### src/hdl/bpc_pkg.sv
// ----------------------------------------------------------------------------
// bpc_pkg
// shared types, register map and reset values of the button press classifier
// ----------------------------------------------------------------------------
`default_nettype none

package bpc_pkg;

    localparam int BPC_COUNT_BITS = 8;
    localparam int BPC_THR_BITS   = 8;
    localparam int BPC_ADDR_BITS  = 4;
    localparam int BPC_DATA_BITS  = 32;

    localparam logic [BPC_THR_BITS-1:0] RST_PRESS_CONFIRM   = 8'd5;
    localparam logic [BPC_THR_BITS-1:0] RST_LONG_PRESS      = 8'd50;
    localparam logic [BPC_THR_BITS-1:0] RST_MAX_HOLD        = 8'd150;
    localparam logic [BPC_THR_BITS-1:0] RST_RELEASE_CONFIRM = 8'd5;

    typedef enum logic [1:0] {
        CLASS_NONE  = 2'd0,
        CLASS_SHORT = 2'd1,
        CLASS_LONG  = 2'd2
    } t_press_class;

    typedef enum logic [1:0] {
        REG_PRESS_CONFIRM   = 2'd0,
        REG_LONG_PRESS      = 2'd1,
        REG_MAX_HOLD        = 2'd2,
        REG_RELEASE_CONFIRM = 2'd3
    } t_reg_idx;

    typedef enum logic {
        KIND_TICK   = 1'b0,
        KIND_REINIT = 1'b1
    } t_kind;

    typedef struct packed {
        logic [BPC_THR_BITS-1:0] press_confirm_ticks;
        logic [BPC_THR_BITS-1:0] long_press_ticks;
        logic [BPC_THR_BITS-1:0] max_hold_ticks;
        logic [BPC_THR_BITS-1:0] release_confirm_ticks;
    } t_cfg;

endpackage

`default_nettype wire

### src/hdl/bpc_in_if.sv
// ----------------------------------------------------------------------------
// bpc_in_if
// sample request channel: tick or reinitialise, with the raw pin level
// ----------------------------------------------------------------------------
`default_nettype none

interface bpc_in_if;

    logic valid;
    logic ready;
    logic kind;
    logic pin_level;

    modport source (output valid, output kind, output pin_level, input ready);
    modport sink   (input valid, input kind, input pin_level, output ready);

endinterface

`default_nettype wire

### src/hdl/bpc_out_if.sv
// ----------------------------------------------------------------------------
// bpc_out_if
// result request channel: press class and confirmed flag
// ----------------------------------------------------------------------------
`default_nettype none

interface bpc_out_if;

    logic       valid;
    logic       ready;
    logic [1:0] press_class;
    logic       press_confirmed;

    modport source (output valid, output press_class, output press_confirmed, input ready);
    modport sink   (input valid, input press_class, input press_confirmed, output ready);

endinterface

`default_nettype wire

### src/hdl/bpc_cfg_regs.sv
// ----------------------------------------------------------------------------
// bpc_cfg_regs
// apb register file holding the four tick thresholds
// ----------------------------------------------------------------------------
`default_nettype none

module bpc_cfg_regs
    import bpc_pkg::*;
(
    input  wire logic                     i_clk,
    input  wire logic                     i_rst_n,
    input  wire logic                     psel,
    input  wire logic                     penable,
    input  wire logic                     pwrite,
    input  wire logic [BPC_ADDR_BITS-1:0] paddr,
    input  wire logic [BPC_DATA_BITS-1:0] pwdata,
    output      logic [BPC_DATA_BITS-1:0] prdata,
    output      logic                     pready,
    output      t_cfg                     o_cfg
);

    t_cfg     r_cfg;
    t_cfg     n_cfg;
    t_reg_idx w_idx;
    logic     w_wr;

    assign w_idx  = t_reg_idx'(paddr[3:2]);
    assign w_wr   = psel && penable && pwrite;
    assign pready = 1'b1;
    assign o_cfg  = r_cfg;

    always_comb begin
        n_cfg = r_cfg;
        if (w_wr) begin
            unique case (w_idx)
                REG_PRESS_CONFIRM:   n_cfg.press_confirm_ticks   = pwdata[BPC_THR_BITS-1:0];
                REG_LONG_PRESS:      n_cfg.long_press_ticks      = pwdata[BPC_THR_BITS-1:0];
                REG_MAX_HOLD:        n_cfg.max_hold_ticks        = pwdata[BPC_THR_BITS-1:0];
                REG_RELEASE_CONFIRM: n_cfg.release_confirm_ticks = pwdata[BPC_THR_BITS-1:0];
                default:             n_cfg = r_cfg;
            endcase
        end
    end

    always_comb begin
        unique case (w_idx)
            REG_PRESS_CONFIRM:   prdata = BPC_DATA_BITS'(r_cfg.press_confirm_ticks);
            REG_LONG_PRESS:      prdata = BPC_DATA_BITS'(r_cfg.long_press_ticks);
            REG_MAX_HOLD:        prdata = BPC_DATA_BITS'(r_cfg.max_hold_ticks);
            REG_RELEASE_CONFIRM: prdata = BPC_DATA_BITS'(r_cfg.release_confirm_ticks);
            default:             prdata = '0;
        endcase
    end

    always_ff @(posedge i_clk) begin
        if (!i_rst_n) begin
            r_cfg.press_confirm_ticks   <= RST_PRESS_CONFIRM;
            r_cfg.long_press_ticks      <= RST_LONG_PRESS;
            r_cfg.max_hold_ticks        <= RST_MAX_HOLD;
            r_cfg.release_confirm_ticks <= RST_RELEASE_CONFIRM;
        end else begin
            r_cfg <= n_cfg;
        end
    end

endmodule

`default_nettype wire

### src/hdl/button_press_classifier_core.sv
// result: registered, and raised in the cycle after an accepted sample request
// throughput: one sample per cycle if not stalled, set by the single pass
//   through the counter and flag update between state and result register
// reset: synchronous active low; clears state, result valid and loads the
//   default thresholds
// ----------------------------------------------------------------------------
// button_press_classifier_core
// debounces an active-low button and classifies presses as short or long
// ----------------------------------------------------------------------------
`default_nettype none

module button_press_classifier_core
    import bpc_pkg::*;
#(
    parameter int COUNT_BITS = BPC_COUNT_BITS
) (
    input  wire logic                     i_clk,
    input  wire logic                     i_rst_n,
    bpc_in_if.sink                        i_in,
    bpc_out_if.source                     o_out,
    input  wire logic                     psel,
    input  wire logic                     penable,
    input  wire logic                     pwrite,
    input  wire logic [BPC_ADDR_BITS-1:0] paddr,
    input  wire logic [BPC_DATA_BITS-1:0] pwdata,
    output      logic [BPC_DATA_BITS-1:0] prdata,
    output      logic                     pready
);

    localparam int CMP_BITS = (COUNT_BITS > BPC_THR_BITS) ? COUNT_BITS : BPC_THR_BITS;
    localparam logic [COUNT_BITS-1:0] CNT_MAX = {COUNT_BITS{1'b1}};

    t_cfg w_cfg;

    bpc_cfg_regs u_cfg_regs (
        .i_clk   (i_clk),
        .i_rst_n (i_rst_n),
        .psel    (psel),
        .penable (penable),
        .pwrite  (pwrite),
        .paddr   (paddr),
        .pwdata  (pwdata),
        .prdata  (prdata),
        .pready  (pready),
        .o_cfg   (w_cfg)
    );

    logic                  r_last_pressed, n_last_pressed;
    logic [COUNT_BITS-1:0] r_held, n_held;
    logic [COUNT_BITS-1:0] r_rel, n_rel;
    t_press_class          r_verdict, n_verdict;
    logic                  r_push_seen, n_push_seen;
    logic                  r_rel_once, n_rel_once;

    logic                  r_out_valid;
    t_press_class          r_out_class;
    logic                  r_out_confirmed;

    logic                  w_fire;
    logic                  w_pressed;
    logic [COUNT_BITS-1:0] w_held_inc;
    logic [COUNT_BITS-1:0] w_rel_inc;

    assign i_in.ready = !r_out_valid || o_out.ready;
    assign w_fire     = i_in.valid && i_in.ready;
    assign w_pressed  = ~i_in.pin_level;
    assign w_held_inc = (r_held == CNT_MAX) ? r_held : r_held + 1'b1;
    assign w_rel_inc  = (r_rel == CNT_MAX) ? r_rel : r_rel + 1'b1;

    always_comb begin
        n_last_pressed = r_last_pressed;
        n_held         = r_held;
        n_rel          = r_rel;
        n_verdict      = r_verdict;
        n_push_seen    = r_push_seen;
        n_rel_once     = r_rel_once;
        if (t_kind'(i_in.kind) == KIND_REINIT) begin
            n_last_pressed = w_pressed;
            n_held         = '0;
            n_rel          = '0;
            n_verdict      = CLASS_NONE;
            n_push_seen    = 1'b0;
            n_rel_once     = 1'b0;
        end else if (!r_push_seen) begin
            if (w_pressed != r_last_pressed) begin
                n_held         = '0;
                n_last_pressed = w_pressed;
            end else if (r_last_pressed) begin
                n_held = w_held_inc;
                if (CMP_BITS'(w_held_inc) > CMP_BITS'(w_cfg.press_confirm_ticks)) begin
                    n_push_seen = 1'b1;
                end
            end
        end else begin
            if (w_pressed != r_last_pressed) begin
                n_rel          = '0;
                n_last_pressed = w_pressed;
                n_rel_once     = 1'b1;
            end else if (r_last_pressed) begin
                if (!r_rel_once) begin
                    n_held = w_held_inc;
                    if (r_verdict == CLASS_NONE &&
                        CMP_BITS'(w_held_inc) >= CMP_BITS'(w_cfg.max_hold_ticks)) begin
                        n_verdict = CLASS_LONG;
                    end
                end
            end else begin
                n_rel = w_rel_inc;
                if (r_verdict == CLASS_NONE &&
                    CMP_BITS'(w_rel_inc) > CMP_BITS'(w_cfg.release_confirm_ticks)) begin
                    n_verdict = (CMP_BITS'(r_held) >= CMP_BITS'(w_cfg.long_press_ticks))
                                ? CLASS_LONG : CLASS_SHORT;
                end
            end
        end
    end

    always_ff @(posedge i_clk) begin
        if (!i_rst_n) begin
            r_last_pressed <= 1'b0;
            r_held         <= '0;
            r_rel          <= '0;
            r_verdict      <= CLASS_NONE;
            r_push_seen    <= 1'b0;
            r_rel_once     <= 1'b0;
            r_out_valid    <= 1'b0;
        end else begin
            if (w_fire) begin
                r_last_pressed <= n_last_pressed;
                r_held         <= n_held;
                r_rel          <= n_rel;
                r_verdict      <= n_verdict;
                r_push_seen    <= n_push_seen;
                r_rel_once     <= n_rel_once;
                r_out_valid    <= 1'b1;
            end else if (o_out.ready) begin
                r_out_valid    <= 1'b0;
            end
        end
    end

    always_ff @(posedge i_clk) begin
        if (w_fire) begin
            r_out_class     <= n_verdict;
            r_out_confirmed <= n_push_seen;
        end
    end

    assign o_out.valid           = r_out_valid;
    assign o_out.press_class     = r_out_class;
    assign o_out.press_confirmed = r_out_confirmed;

`ifndef NO_ASSERTIONS
    a_verdict_needs_push : assert property (@(posedge i_clk) disable iff (!i_rst_n)
        r_verdict != CLASS_NONE |-> r_push_seen)
        else $error("verdict set without a confirmed push");

    a_release_needs_push : assert property (@(posedge i_clk) disable iff (!i_rst_n)
        r_rel_once |-> r_push_seen)
        else $error("release flagged without a confirmed push");

    a_verdict_sticky : assert property (@(posedge i_clk) disable iff (!i_rst_n)
        w_fire && r_verdict != CLASS_NONE && t_kind'(i_in.kind) == KIND_TICK
        |=> $stable(r_verdict))
        else $error("verdict changed without reinitialise");

    a_reinit_result : assert property (@(posedge i_clk) disable iff (!i_rst_n)
        w_fire && t_kind'(i_in.kind) == KIND_REINIT
        |=> r_out_valid && r_out_class == CLASS_NONE && !r_out_confirmed)
        else $error("reinitialise result not cleared");
`endif

endmodule

`default_nettype wire
### src/flat_wrapper.sv
// flat-port wrapper written by rule: the top's interface ports become plain ports
module button_press_classifier_core_flat import bpc_pkg::*;
#(
    parameter int COUNT_BITS = BPC_COUNT_BITS
)
  (i_clk, i_rst_n, psel, penable, pwrite, paddr, pwdata, prdata, pready, i_in_valid, i_in_kind, i_in_pin_level, i_in_ready, o_out_valid, o_out_press_class, o_out_press_confirmed, o_out_ready);
  bpc_in_if i_in_i ();
  bpc_out_if o_out_i ();
  input  wire logic i_clk;
  input  wire logic i_rst_n;
  input  wire logic psel;
  input  wire logic penable;
  input  wire logic pwrite;
  input  wire logic [BPC_ADDR_BITS-1:0] paddr;
  input  wire logic [BPC_DATA_BITS-1:0] pwdata;
  output      logic [BPC_DATA_BITS-1:0] prdata;
  output      logic pready;
  input wire logic [$bits(i_in_i.valid)-1:0] i_in_valid;
  input wire logic [$bits(i_in_i.kind)-1:0] i_in_kind;
  input wire logic [$bits(i_in_i.pin_level)-1:0] i_in_pin_level;
  output wire logic [$bits(i_in_i.ready)-1:0] i_in_ready;
  output wire logic [$bits(o_out_i.valid)-1:0] o_out_valid;
  output wire logic [$bits(o_out_i.press_class)-1:0] o_out_press_class;
  output wire logic [$bits(o_out_i.press_confirmed)-1:0] o_out_press_confirmed;
  input wire logic [$bits(o_out_i.ready)-1:0] o_out_ready;
  assign i_in_i.valid = i_in_valid;
  assign i_in_i.kind = i_in_kind;
  assign i_in_i.pin_level = i_in_pin_level;
  assign i_in_ready = i_in_i.ready;
  assign o_out_valid = o_out_i.valid;
  assign o_out_press_class = o_out_i.press_class;
  assign o_out_press_confirmed = o_out_i.press_confirmed;
  assign o_out_i.ready = o_out_ready;
  button_press_classifier_core #(.COUNT_BITS(COUNT_BITS)) u_core (.i_clk(i_clk), .i_rst_n(i_rst_n), .i_in(i_in_i), .o_out(o_out_i), .psel(psel), .penable(penable), .pwrite(pwrite), .paddr(paddr), .pwdata(pwdata), .prdata(prdata), .pready(pready));
endmodule
### config.mk
export PLATFORM = sky130hd
export DESIGN_NAME = button_press_classifier_core_flat
export DESIGN_NICKNAME = d
export VERILOG_FILES = /design/src/hdl/bpc_pkg.sv /design/src/hdl/bpc_in_if.sv /design/src/hdl/bpc_out_if.sv /design/src/hdl/bpc_cfg_regs.sv /design/src/hdl/button_press_classifier_core.sv /design/src/flat_wrapper.sv
export SDC_FILE = /design/constraint.sdc
export NUM_CORES = 1
export LEC_CHECK = 0
export ABC_AREA = 1
export BUFFER_PORTS_ARGS = -buffer_cell sky130_fd_sc_hd__buf_2
export CORE_UTILIZATION = 49
export CTS_CLUSTER_SIZE = 20
export DETAILED_ROUTE_END_ITERATION = 8
export PLACE_DENSITY = 0.76
export SLEW_MARGIN = 20
export SYNTH_ARGS = -nofsm -noshare
export SYNTH_HDL_FRONTEND = slang
export SYNTH_SLANG_ARGS = --single-unit
### constraint.sdc
create_clock -name i_clk -period 2.55 [get_ports i_clk]
set_input_delay 0.51 -clock i_clk [delete_from_list [all_inputs] [get_ports i_clk]]
set_output_delay 0.51 -clock i_clk [all_outputs]
set_load 0.02 [all_outputs]
-- Word-level counts from Yosys, hierarchy flattened
Cells that the tools add are included.
- output and inout bits: 38
- input port bits: 45
- ROM bits: 0
- memory bits (writable): 0
- memories kept: 0
- bits in latches: 0
- logic and storage cells: 85
- flip-flop bits (word level): 57
- $add $sub $neg: 2
- shift operators: 0
- eq/ne operators: 10
- muxes and demuxes: 34
- reduce and logical (&&, ||, !) cells: 21
- div/mod/pow operators: 0
- $mul: 0
- bitwise operators: 1
- order comparisons: 4
- operators with widths (operator ; count):
    32-bit case mux with 4 select lines ; 1
    8-bit 2-to-1 mux ; 13
    8-bit by 1-bit adder with 8-bit output (second input constant) ; 2
    8-bit equality test (second input constant) ; 2
    8-bit >= comparator ; 2
    8-bit > comparator ; 2
    2-bit 2-to-1 mux ; 8
    1-bit 2-to-1 mux ; 12
    2-bit AND reduction ; 5
    3-bit inequality test (second input constant) ; 3
    3-bit AND reduction ; 2
    2-bit nonzero test ; 3
    1-bit logical AND ; 5
    5-bit AND reduction ; 1
    2-bit equality test (second input constant) ; 2
    2-bit logical NOT ; 2
    3-bit by 2-bit inequality test with 1-bit output (second input constant) ; 1
    3-bit nonzero test ; 1
    2-bit by 1-bit equality test with 1-bit output (second input constant) ; 1
    1-bit logical NOT ; 1
    1-bit logical OR ; 1
    1-bit inequality test ; 1
    1-bit NOT ; 1

-- Longest topological paths before layout
- word-level depth: 10
- mapped depth: 18
- depth with buffers taken out: 18

-- Modules after synthesis
Synthesis repeated with hierarchy kept, for this count alone.
- cells, all modules: 585
- area, all modules: 3887.5 um^2
- modules (own cells, without submodules) (module ; instances ; area an instance (um^2) ; seq. area each (um^2) ; cells an instance):
    button_press_classifier_core ; 1 ; 2217.1 ; 530.5 ; 330
    bpc_cfg_regs ; 1 ; 1670.4 ; 640.6 ; 255

-- Worst setup path before layout
Ideal clock, no wire load.
- kind: flip-flop to flip-flop
- from: register u_core.r_held[0]
- to: register u_core.r_out_confirmed, in the netlist u_core.o_out.press_confirmed, data pin
- data arrival time: 2.137 ns
- required time: 2.297 ns
- stages on the path, launching flop included: 14
- setup time: 0.253 ns
- buffers on the path: 0
- slack: 0.160 ns
- period minus slack after synthesis: 2.390 ns
- cells stage by stage: dfxtp_1 -> ha_1 -> nand2_1 -> nor3_2 -> nand3_2 -> o21ai_1 -> ha_1 -> inv_1 -> nor2_1 -> o21ai_0 -> a21oi_1 -> or2_2 -> nand2_1 -> nand2_1
- cells in the longest elaborated chain, start to end: 8
- elaborated cells on any way between the ends: 9
- those cells by class: 1 x add/sub; 1 x order compare; 1 x eq/ne; 6 x mux
- RTL lines (item ; line ; source):
    start, declared ; button_press_classifier_core.sv:49 ; logic [COUNT_BITS-1:0] r_held, n_held;
    start signal, assigned ; button_press_classifier_core.sv:130 ; r_held <= n_held;
    8-bit by 1-bit adder with 8-bit output or 8-bit equality test (tied branches) ; button_press_classifier_core.sv:67 ; assign w_held_inc = (r_held == CNT_MAX) ? r_held : r_held + 1'b1;
    8-bit 2-to-1 mux (*) ; button_press_classifier_core.sv:67 ;
    8-bit > comparator (*) ; button_press_classifier_core.sv:90 ; if (CMP_BITS'(w_held_inc) > CMP_BITS'(w_cfg.press_confirm_ticks)) begin
    1-bit 2-to-1 mux (*) ; button_press_classifier_core.sv:90 ;
    1-bit 2-to-1 mux (*) ; button_press_classifier_core.sv:88 ; end else if (r_last_pressed) begin
    1-bit 2-to-1 mux (*) ; button_press_classifier_core.sv:85 ; if (w_pressed != r_last_pressed) begin
    1-bit 2-to-1 mux (*) ; button_press_classifier_core.sv:84 ; end else if (!r_push_seen) begin
    1-bit 2-to-1 mux (*) ; button_press_classifier_core.sv:77 ; if (t_kind'(i_in.kind) == KIND_REINIT) begin
    via u_core.n_push_seen ; button_press_classifier_core.sv:52 ; logic r_push_seen, n_push_seen;
    end signal, assigned ; button_press_classifier_core.sv:145 ; r_out_confirmed <= n_push_seen;
    end, declared ; button_press_classifier_core.sv:57 ; logic r_out_confirmed;
The timed path passes the listed nets; every way through them passes the cells marked *.
A chain may end at the register's enable or synchronous reset.

-- Worst setup path in the final report
- from: register u_core.r_rel[0]
- to: register u_core.r_out_class[1], in the netlist u_core.o_out.press_class[1], data pin
- cells in the longest elaborated chain, start to end: 9
- elaborated cells on any way between the ends: 10
- those cells by class: 1 x add/sub; 1 x order compare; 1 x eq/ne; 6 x mux; 1 x reduce/logical
- RTL lines (item ; line ; source):
    start, declared ; button_press_classifier_core.sv:50 ; logic [COUNT_BITS-1:0] r_rel, n_rel;
    start signal, assigned ; button_press_classifier_core.sv:131 ; r_rel <= n_rel;
    8-bit by 1-bit adder with 8-bit output or 8-bit equality test (tied branches) ; button_press_classifier_core.sv:68 ; assign w_rel_inc = (r_rel == CNT_MAX) ? r_rel : r_rel + 1'b1;
    8-bit 2-to-1 mux (*) ; button_press_classifier_core.sv:68 ;
    8-bit > comparator (*) ; button_press_classifier_core.sv:110 ; CMP_BITS'(w_rel_inc) > CMP_BITS'(w_cfg.release_confirm_ticks)) begin
    1-bit logical AND (*) ; button_press_classifier_core.sv:109 ; if (r_verdict == CLASS_NONE &&
    2-bit 2-to-1 mux (*) ; button_press_classifier_core.sv:109 ;
    2-bit 2-to-1 mux (*) ; button_press_classifier_core.sv:99 ; end else if (r_last_pressed) begin
    2-bit 2-to-1 mux (*) ; button_press_classifier_core.sv:95 ; if (w_pressed != r_last_pressed) begin
    2-bit 2-to-1 mux (*) ; button_press_classifier_core.sv:84 ;
    2-bit 2-to-1 mux (*) ; button_press_classifier_core.sv:77 ;
    via u_core.n_verdict[1] ; button_press_classifier_core.sv:51 ; t_press_class r_verdict, n_verdict;
    end signal, assigned ; button_press_classifier_core.sv:144 ; r_out_class <= n_verdict;
    end, declared ; button_press_classifier_core.sv:56 ; t_press_class r_out_class;
Marks and branches as above.

==> key figures <==
Global routing
  • Vias in the first global route: 3,187
  • Initial antenna violation count: 0
  • Layer with the highest usage: met2
  • Routing usage on met3: 0.06437
  • Met1 Use GR: 0.3016
  • Largest net degree at the start of global routing: 36
  • GRT Residual Overflow: 0
  • Total Routing Usage GR: 0.2420
  • First-pass GRT wire length: ~14 mm
  • GR Util met2: 0.3972

Worst setup path
  • R2r setup slk: 0.08 ns
  • Worst path slowest cell: dfxtp_1
  • Critical path, cell by cell: ha_2 > nand2_1 > nor3_4 > nand3_4 > nand3_1 > o21a_1 > ha_1 > a21oi_1 > o21a_1 > nand2_1 > nand3_1 > nand2_1 > nand2_1 > a21oi_2
  • Critical Path Source Type: flip-flop
  • WS Path Type: flip-flop to flip-flop
  • RR Endpoint: u_core.o_out.press_class[1]
  • Critical R2R Launch: u_core.r_rel[0]
  • Crit path to: u_core.o_out.press_class[1]
  • Setup crit end kind: flip-flop
  • Cell family with most CP delay: simple AND/OR/NAND/NOR gates
  • CP max FO: 9
  • Arrival time at the worst endpoint: roughly 2.6 ns
  • CP peak stage delay: 0.35 ns
  • R2R depth: 14
  • Crit. Startpoint: u_core.r_rel[0]
  • Top cell by count, worst path: nand2_1
  • Buffers plus inverters on the worst setup path: 0
  • Number of stages on the worst setup path: 14
  • Required time of the worst setup path: 2.65 ns

Timing
  • Fin. max-slew vios: 0
  • Crit share post-route: 0.9670
  • Measured slew at the worst slew-check pin: 0.5639 ns
  • RSZ-0062 raised after global routing: yes
  • Worst slew margin relative to its limit: 0.6217
  • Tmin final: between 2 and 2.5 ns
  • Max Freq: just over 0.4 GHz
  • Final hold violations: 0
  • Post-Route Skew: 0.01092 ns
  • Setup-failing EPs final: 0
  • Hold WS: ~0.43 ns

Power and ir drop
  • Leak: 0.002044 uW
  • Peak supply drop: ~0.00021 V
  • PwrDens: around 480 nW/um2

Clock tree
  • H-tree depth: 3
  • Clock Sinks: 57
  • Clock Latency Late Sink: approximately 0.35 ns
  • Total CTS buffers: 9
  • Maximum buffer depth of the clock tree: 2
  • CTS clk-pin slew, worst paths: 0.07 ns
  • TritonCTS clock tree: done
  • Clk root buf: clkbuf_8

Yosys
  • Count leader, synth: nand2_1
  • Mapped cell area: 3643 um2
  • Most frequent cells after synthesis: 118 x nand2_1, 68 x inv_1, 61 x a21oi_1
  • Seq/Total Area, Yosys: 0.3214
  • Mapped Cells: a little over 500
  • Top FF cell, synth: dfxtp_1
  • Post-synth top area share: 0.2967
  • Seq cells post-synth: 57
  • Ys async rst share: 0
  • Yosys warns: 0
  • Post-synthesis average cell area: 7.102 um2
  • Yosys cell types: 34
  • Largest cells by area after synthesis: dfxtp_1 30%, nand2_1 12%, ha_1 12%
  • Synth area leader: dfxtp_1
  • Post-synth EDFFs: 3

Final layout
  • Share of layout cells above drive strength 1: 0.1909
  • Register area: 1174 um2
  • # nets final: between 600 and 700
  • Multi-input gate area: 2216 um2
  • Final Util: 0.5949
  • Layout area overhead: 17.79%
  • Fillers: between 600 and 700
  • N_diodes: 0
  • Post-route cell area: between 4000 and 5000 um2

Routing
  • Wire per inst: about 13 um
  • Detailed-route via count: 3,454
  • Vias per cell: roughly 5.2
  • ANT nets after route: 0
  • DRC: 0
  • First DRT Iteration DRCs: roughly 210
  • Routed WL: a little under 9 mm
  • First-pass DRT Iterations: 7

Placement
  • RD Place Congestion: 0.8556
  • PortBufs: 31
  • Dpl cell area: 3897 um2
  • Post-DP HPWL: around 6.5 mm

Floorplanning
  • # rows: 31
  • Core area: 7214 um2
  • Die Ht: slightly below 90 um
  • Die ar.: 7785 um2
  • I/O pin count: between 80 and 90
  • Die X-Extent: 88.23 um
  • Starting Density: 0.5050

Run
  • Max-cap violations: 0

Hold path
  • Hold path cells: 3
  • HP Class: input port to flip-flop

Status
  • Outcome: finished clean
[layout by cell type (no fill, tap or decap), types with 8 or more instances in the layout]
cell      count
buf_2        31
a21oi_1      59
inv_1        67
nand2_2       8
o21ai_0      42
buf_4        19
clkbuf_8     11
nor2_1       31
dfxtp_1      52
nand2_1     111
o211ai_1      9
conb_1       25
nand3_1      15
ha_1         29
[worst register-to-register path: cells and delay by family, from the launching register on]
family,cells,cell delay [ns]
DFF,1,0.35
and+or+nand+nor,8,0.91
AOI/OAI and AO/OA,4,0.51
adders and majority gates,2,0.45
[worst min path at each step]
stage | end | start
final | u_core.u_cfg_regs.o_cfg[9] | pwdata[1]
after global placement | u_core.u_cfg_regs.o_cfg[27] | u_core.u_cfg_regs.o_cfg[27]
after global routing | u_core.u_cfg_regs.o_cfg[24] | pwdata[0]
after CTS | u_core.u_cfg_regs.o_cfg[17] | pwdata[1]
after floorplan | u_core.r_rel_once | u_core.r_rel_once
after detailed placement | u_core.u_cfg_regs.o_cfg[27] | u_core.u_cfg_regs.o_cfg[27]
[metal layers]
metal / wire length, um / vias up
met2: 4299 / 109
li1: - / 1729
met5: 0 / -
met3: 543 / 20
met4: 225 / 0
met1: 3836 / 1596
[final cells by class]
class	count	area share
Clock buffer	12	0.03615
Timing Repair Buffer	51	0.07201
Clock inverter	4	0.01195
Sequential cell	57	0.2735
Tap cell	99	0.02886
Inverter	70	0.06122
Multi-Input combinational cell	377	0.5163
[report_power, final]
part / switching (uW) / leakage (uW) / total [uW] / internal (uW)
clock network: 388 / 0.000103 / 893 / 505
logic: 180 / 0.00147 / 253 / 73.2
registers: 11.4 / 0.000469 / 928 / 917
[metrics by stage]
step                      setup slack, ns  power (uW)   TNS (ns)  cells
after floorplan                    0.1599        1143          0    536
after global placement            0.03796        1182          0    648
after detailed placement        -0.009878        1189  -0.009878    648
after CTS                        0.005149        2074          0    665
after global routing              -0.1044        2162    -0.1321    670
final                             0.08427        2075          0    670
[cell families after synthesis]
family / count (synthesis) / share of synthesized area
AND/OR/NAND/NOR: 185 / 0.2222
AO/OA/AOI/OAI: 125 / 0.1868
buffers and inverters: 102 / 0.1315
flip-flops: 57 / 0.3214
adder cells (fa/ha/maj): 34 / 0.1168
XOR/XNOR: 8 / 0.01923
other: 2 / 0.002061
[flip-flops by register name, summed over array words and instances (netlist names)]
name,count
u_core.r_push_seen,1
u_core.u_cfg_regs.o_cfg,32
u_core.r_verdict,2
u_core.o_out.press_class,2
u_core.r_held,8
u_core.r_rel_once,1
u_core.r_last_pressed,1
u_core.r_rel,8
u_core.o_out.valid,1
u_core.o_out.press_confirmed,1
[timing repair]
item | in CTS | in global routing
setup buffers | 1 | 5
pin swaps | 0 | 12
hold buffers | 0 | 0
setup endpoints to repair | 1 | 6
gates resized for setup | 1 | 32
Note: power is estimated with default switching activity, not from simulation.
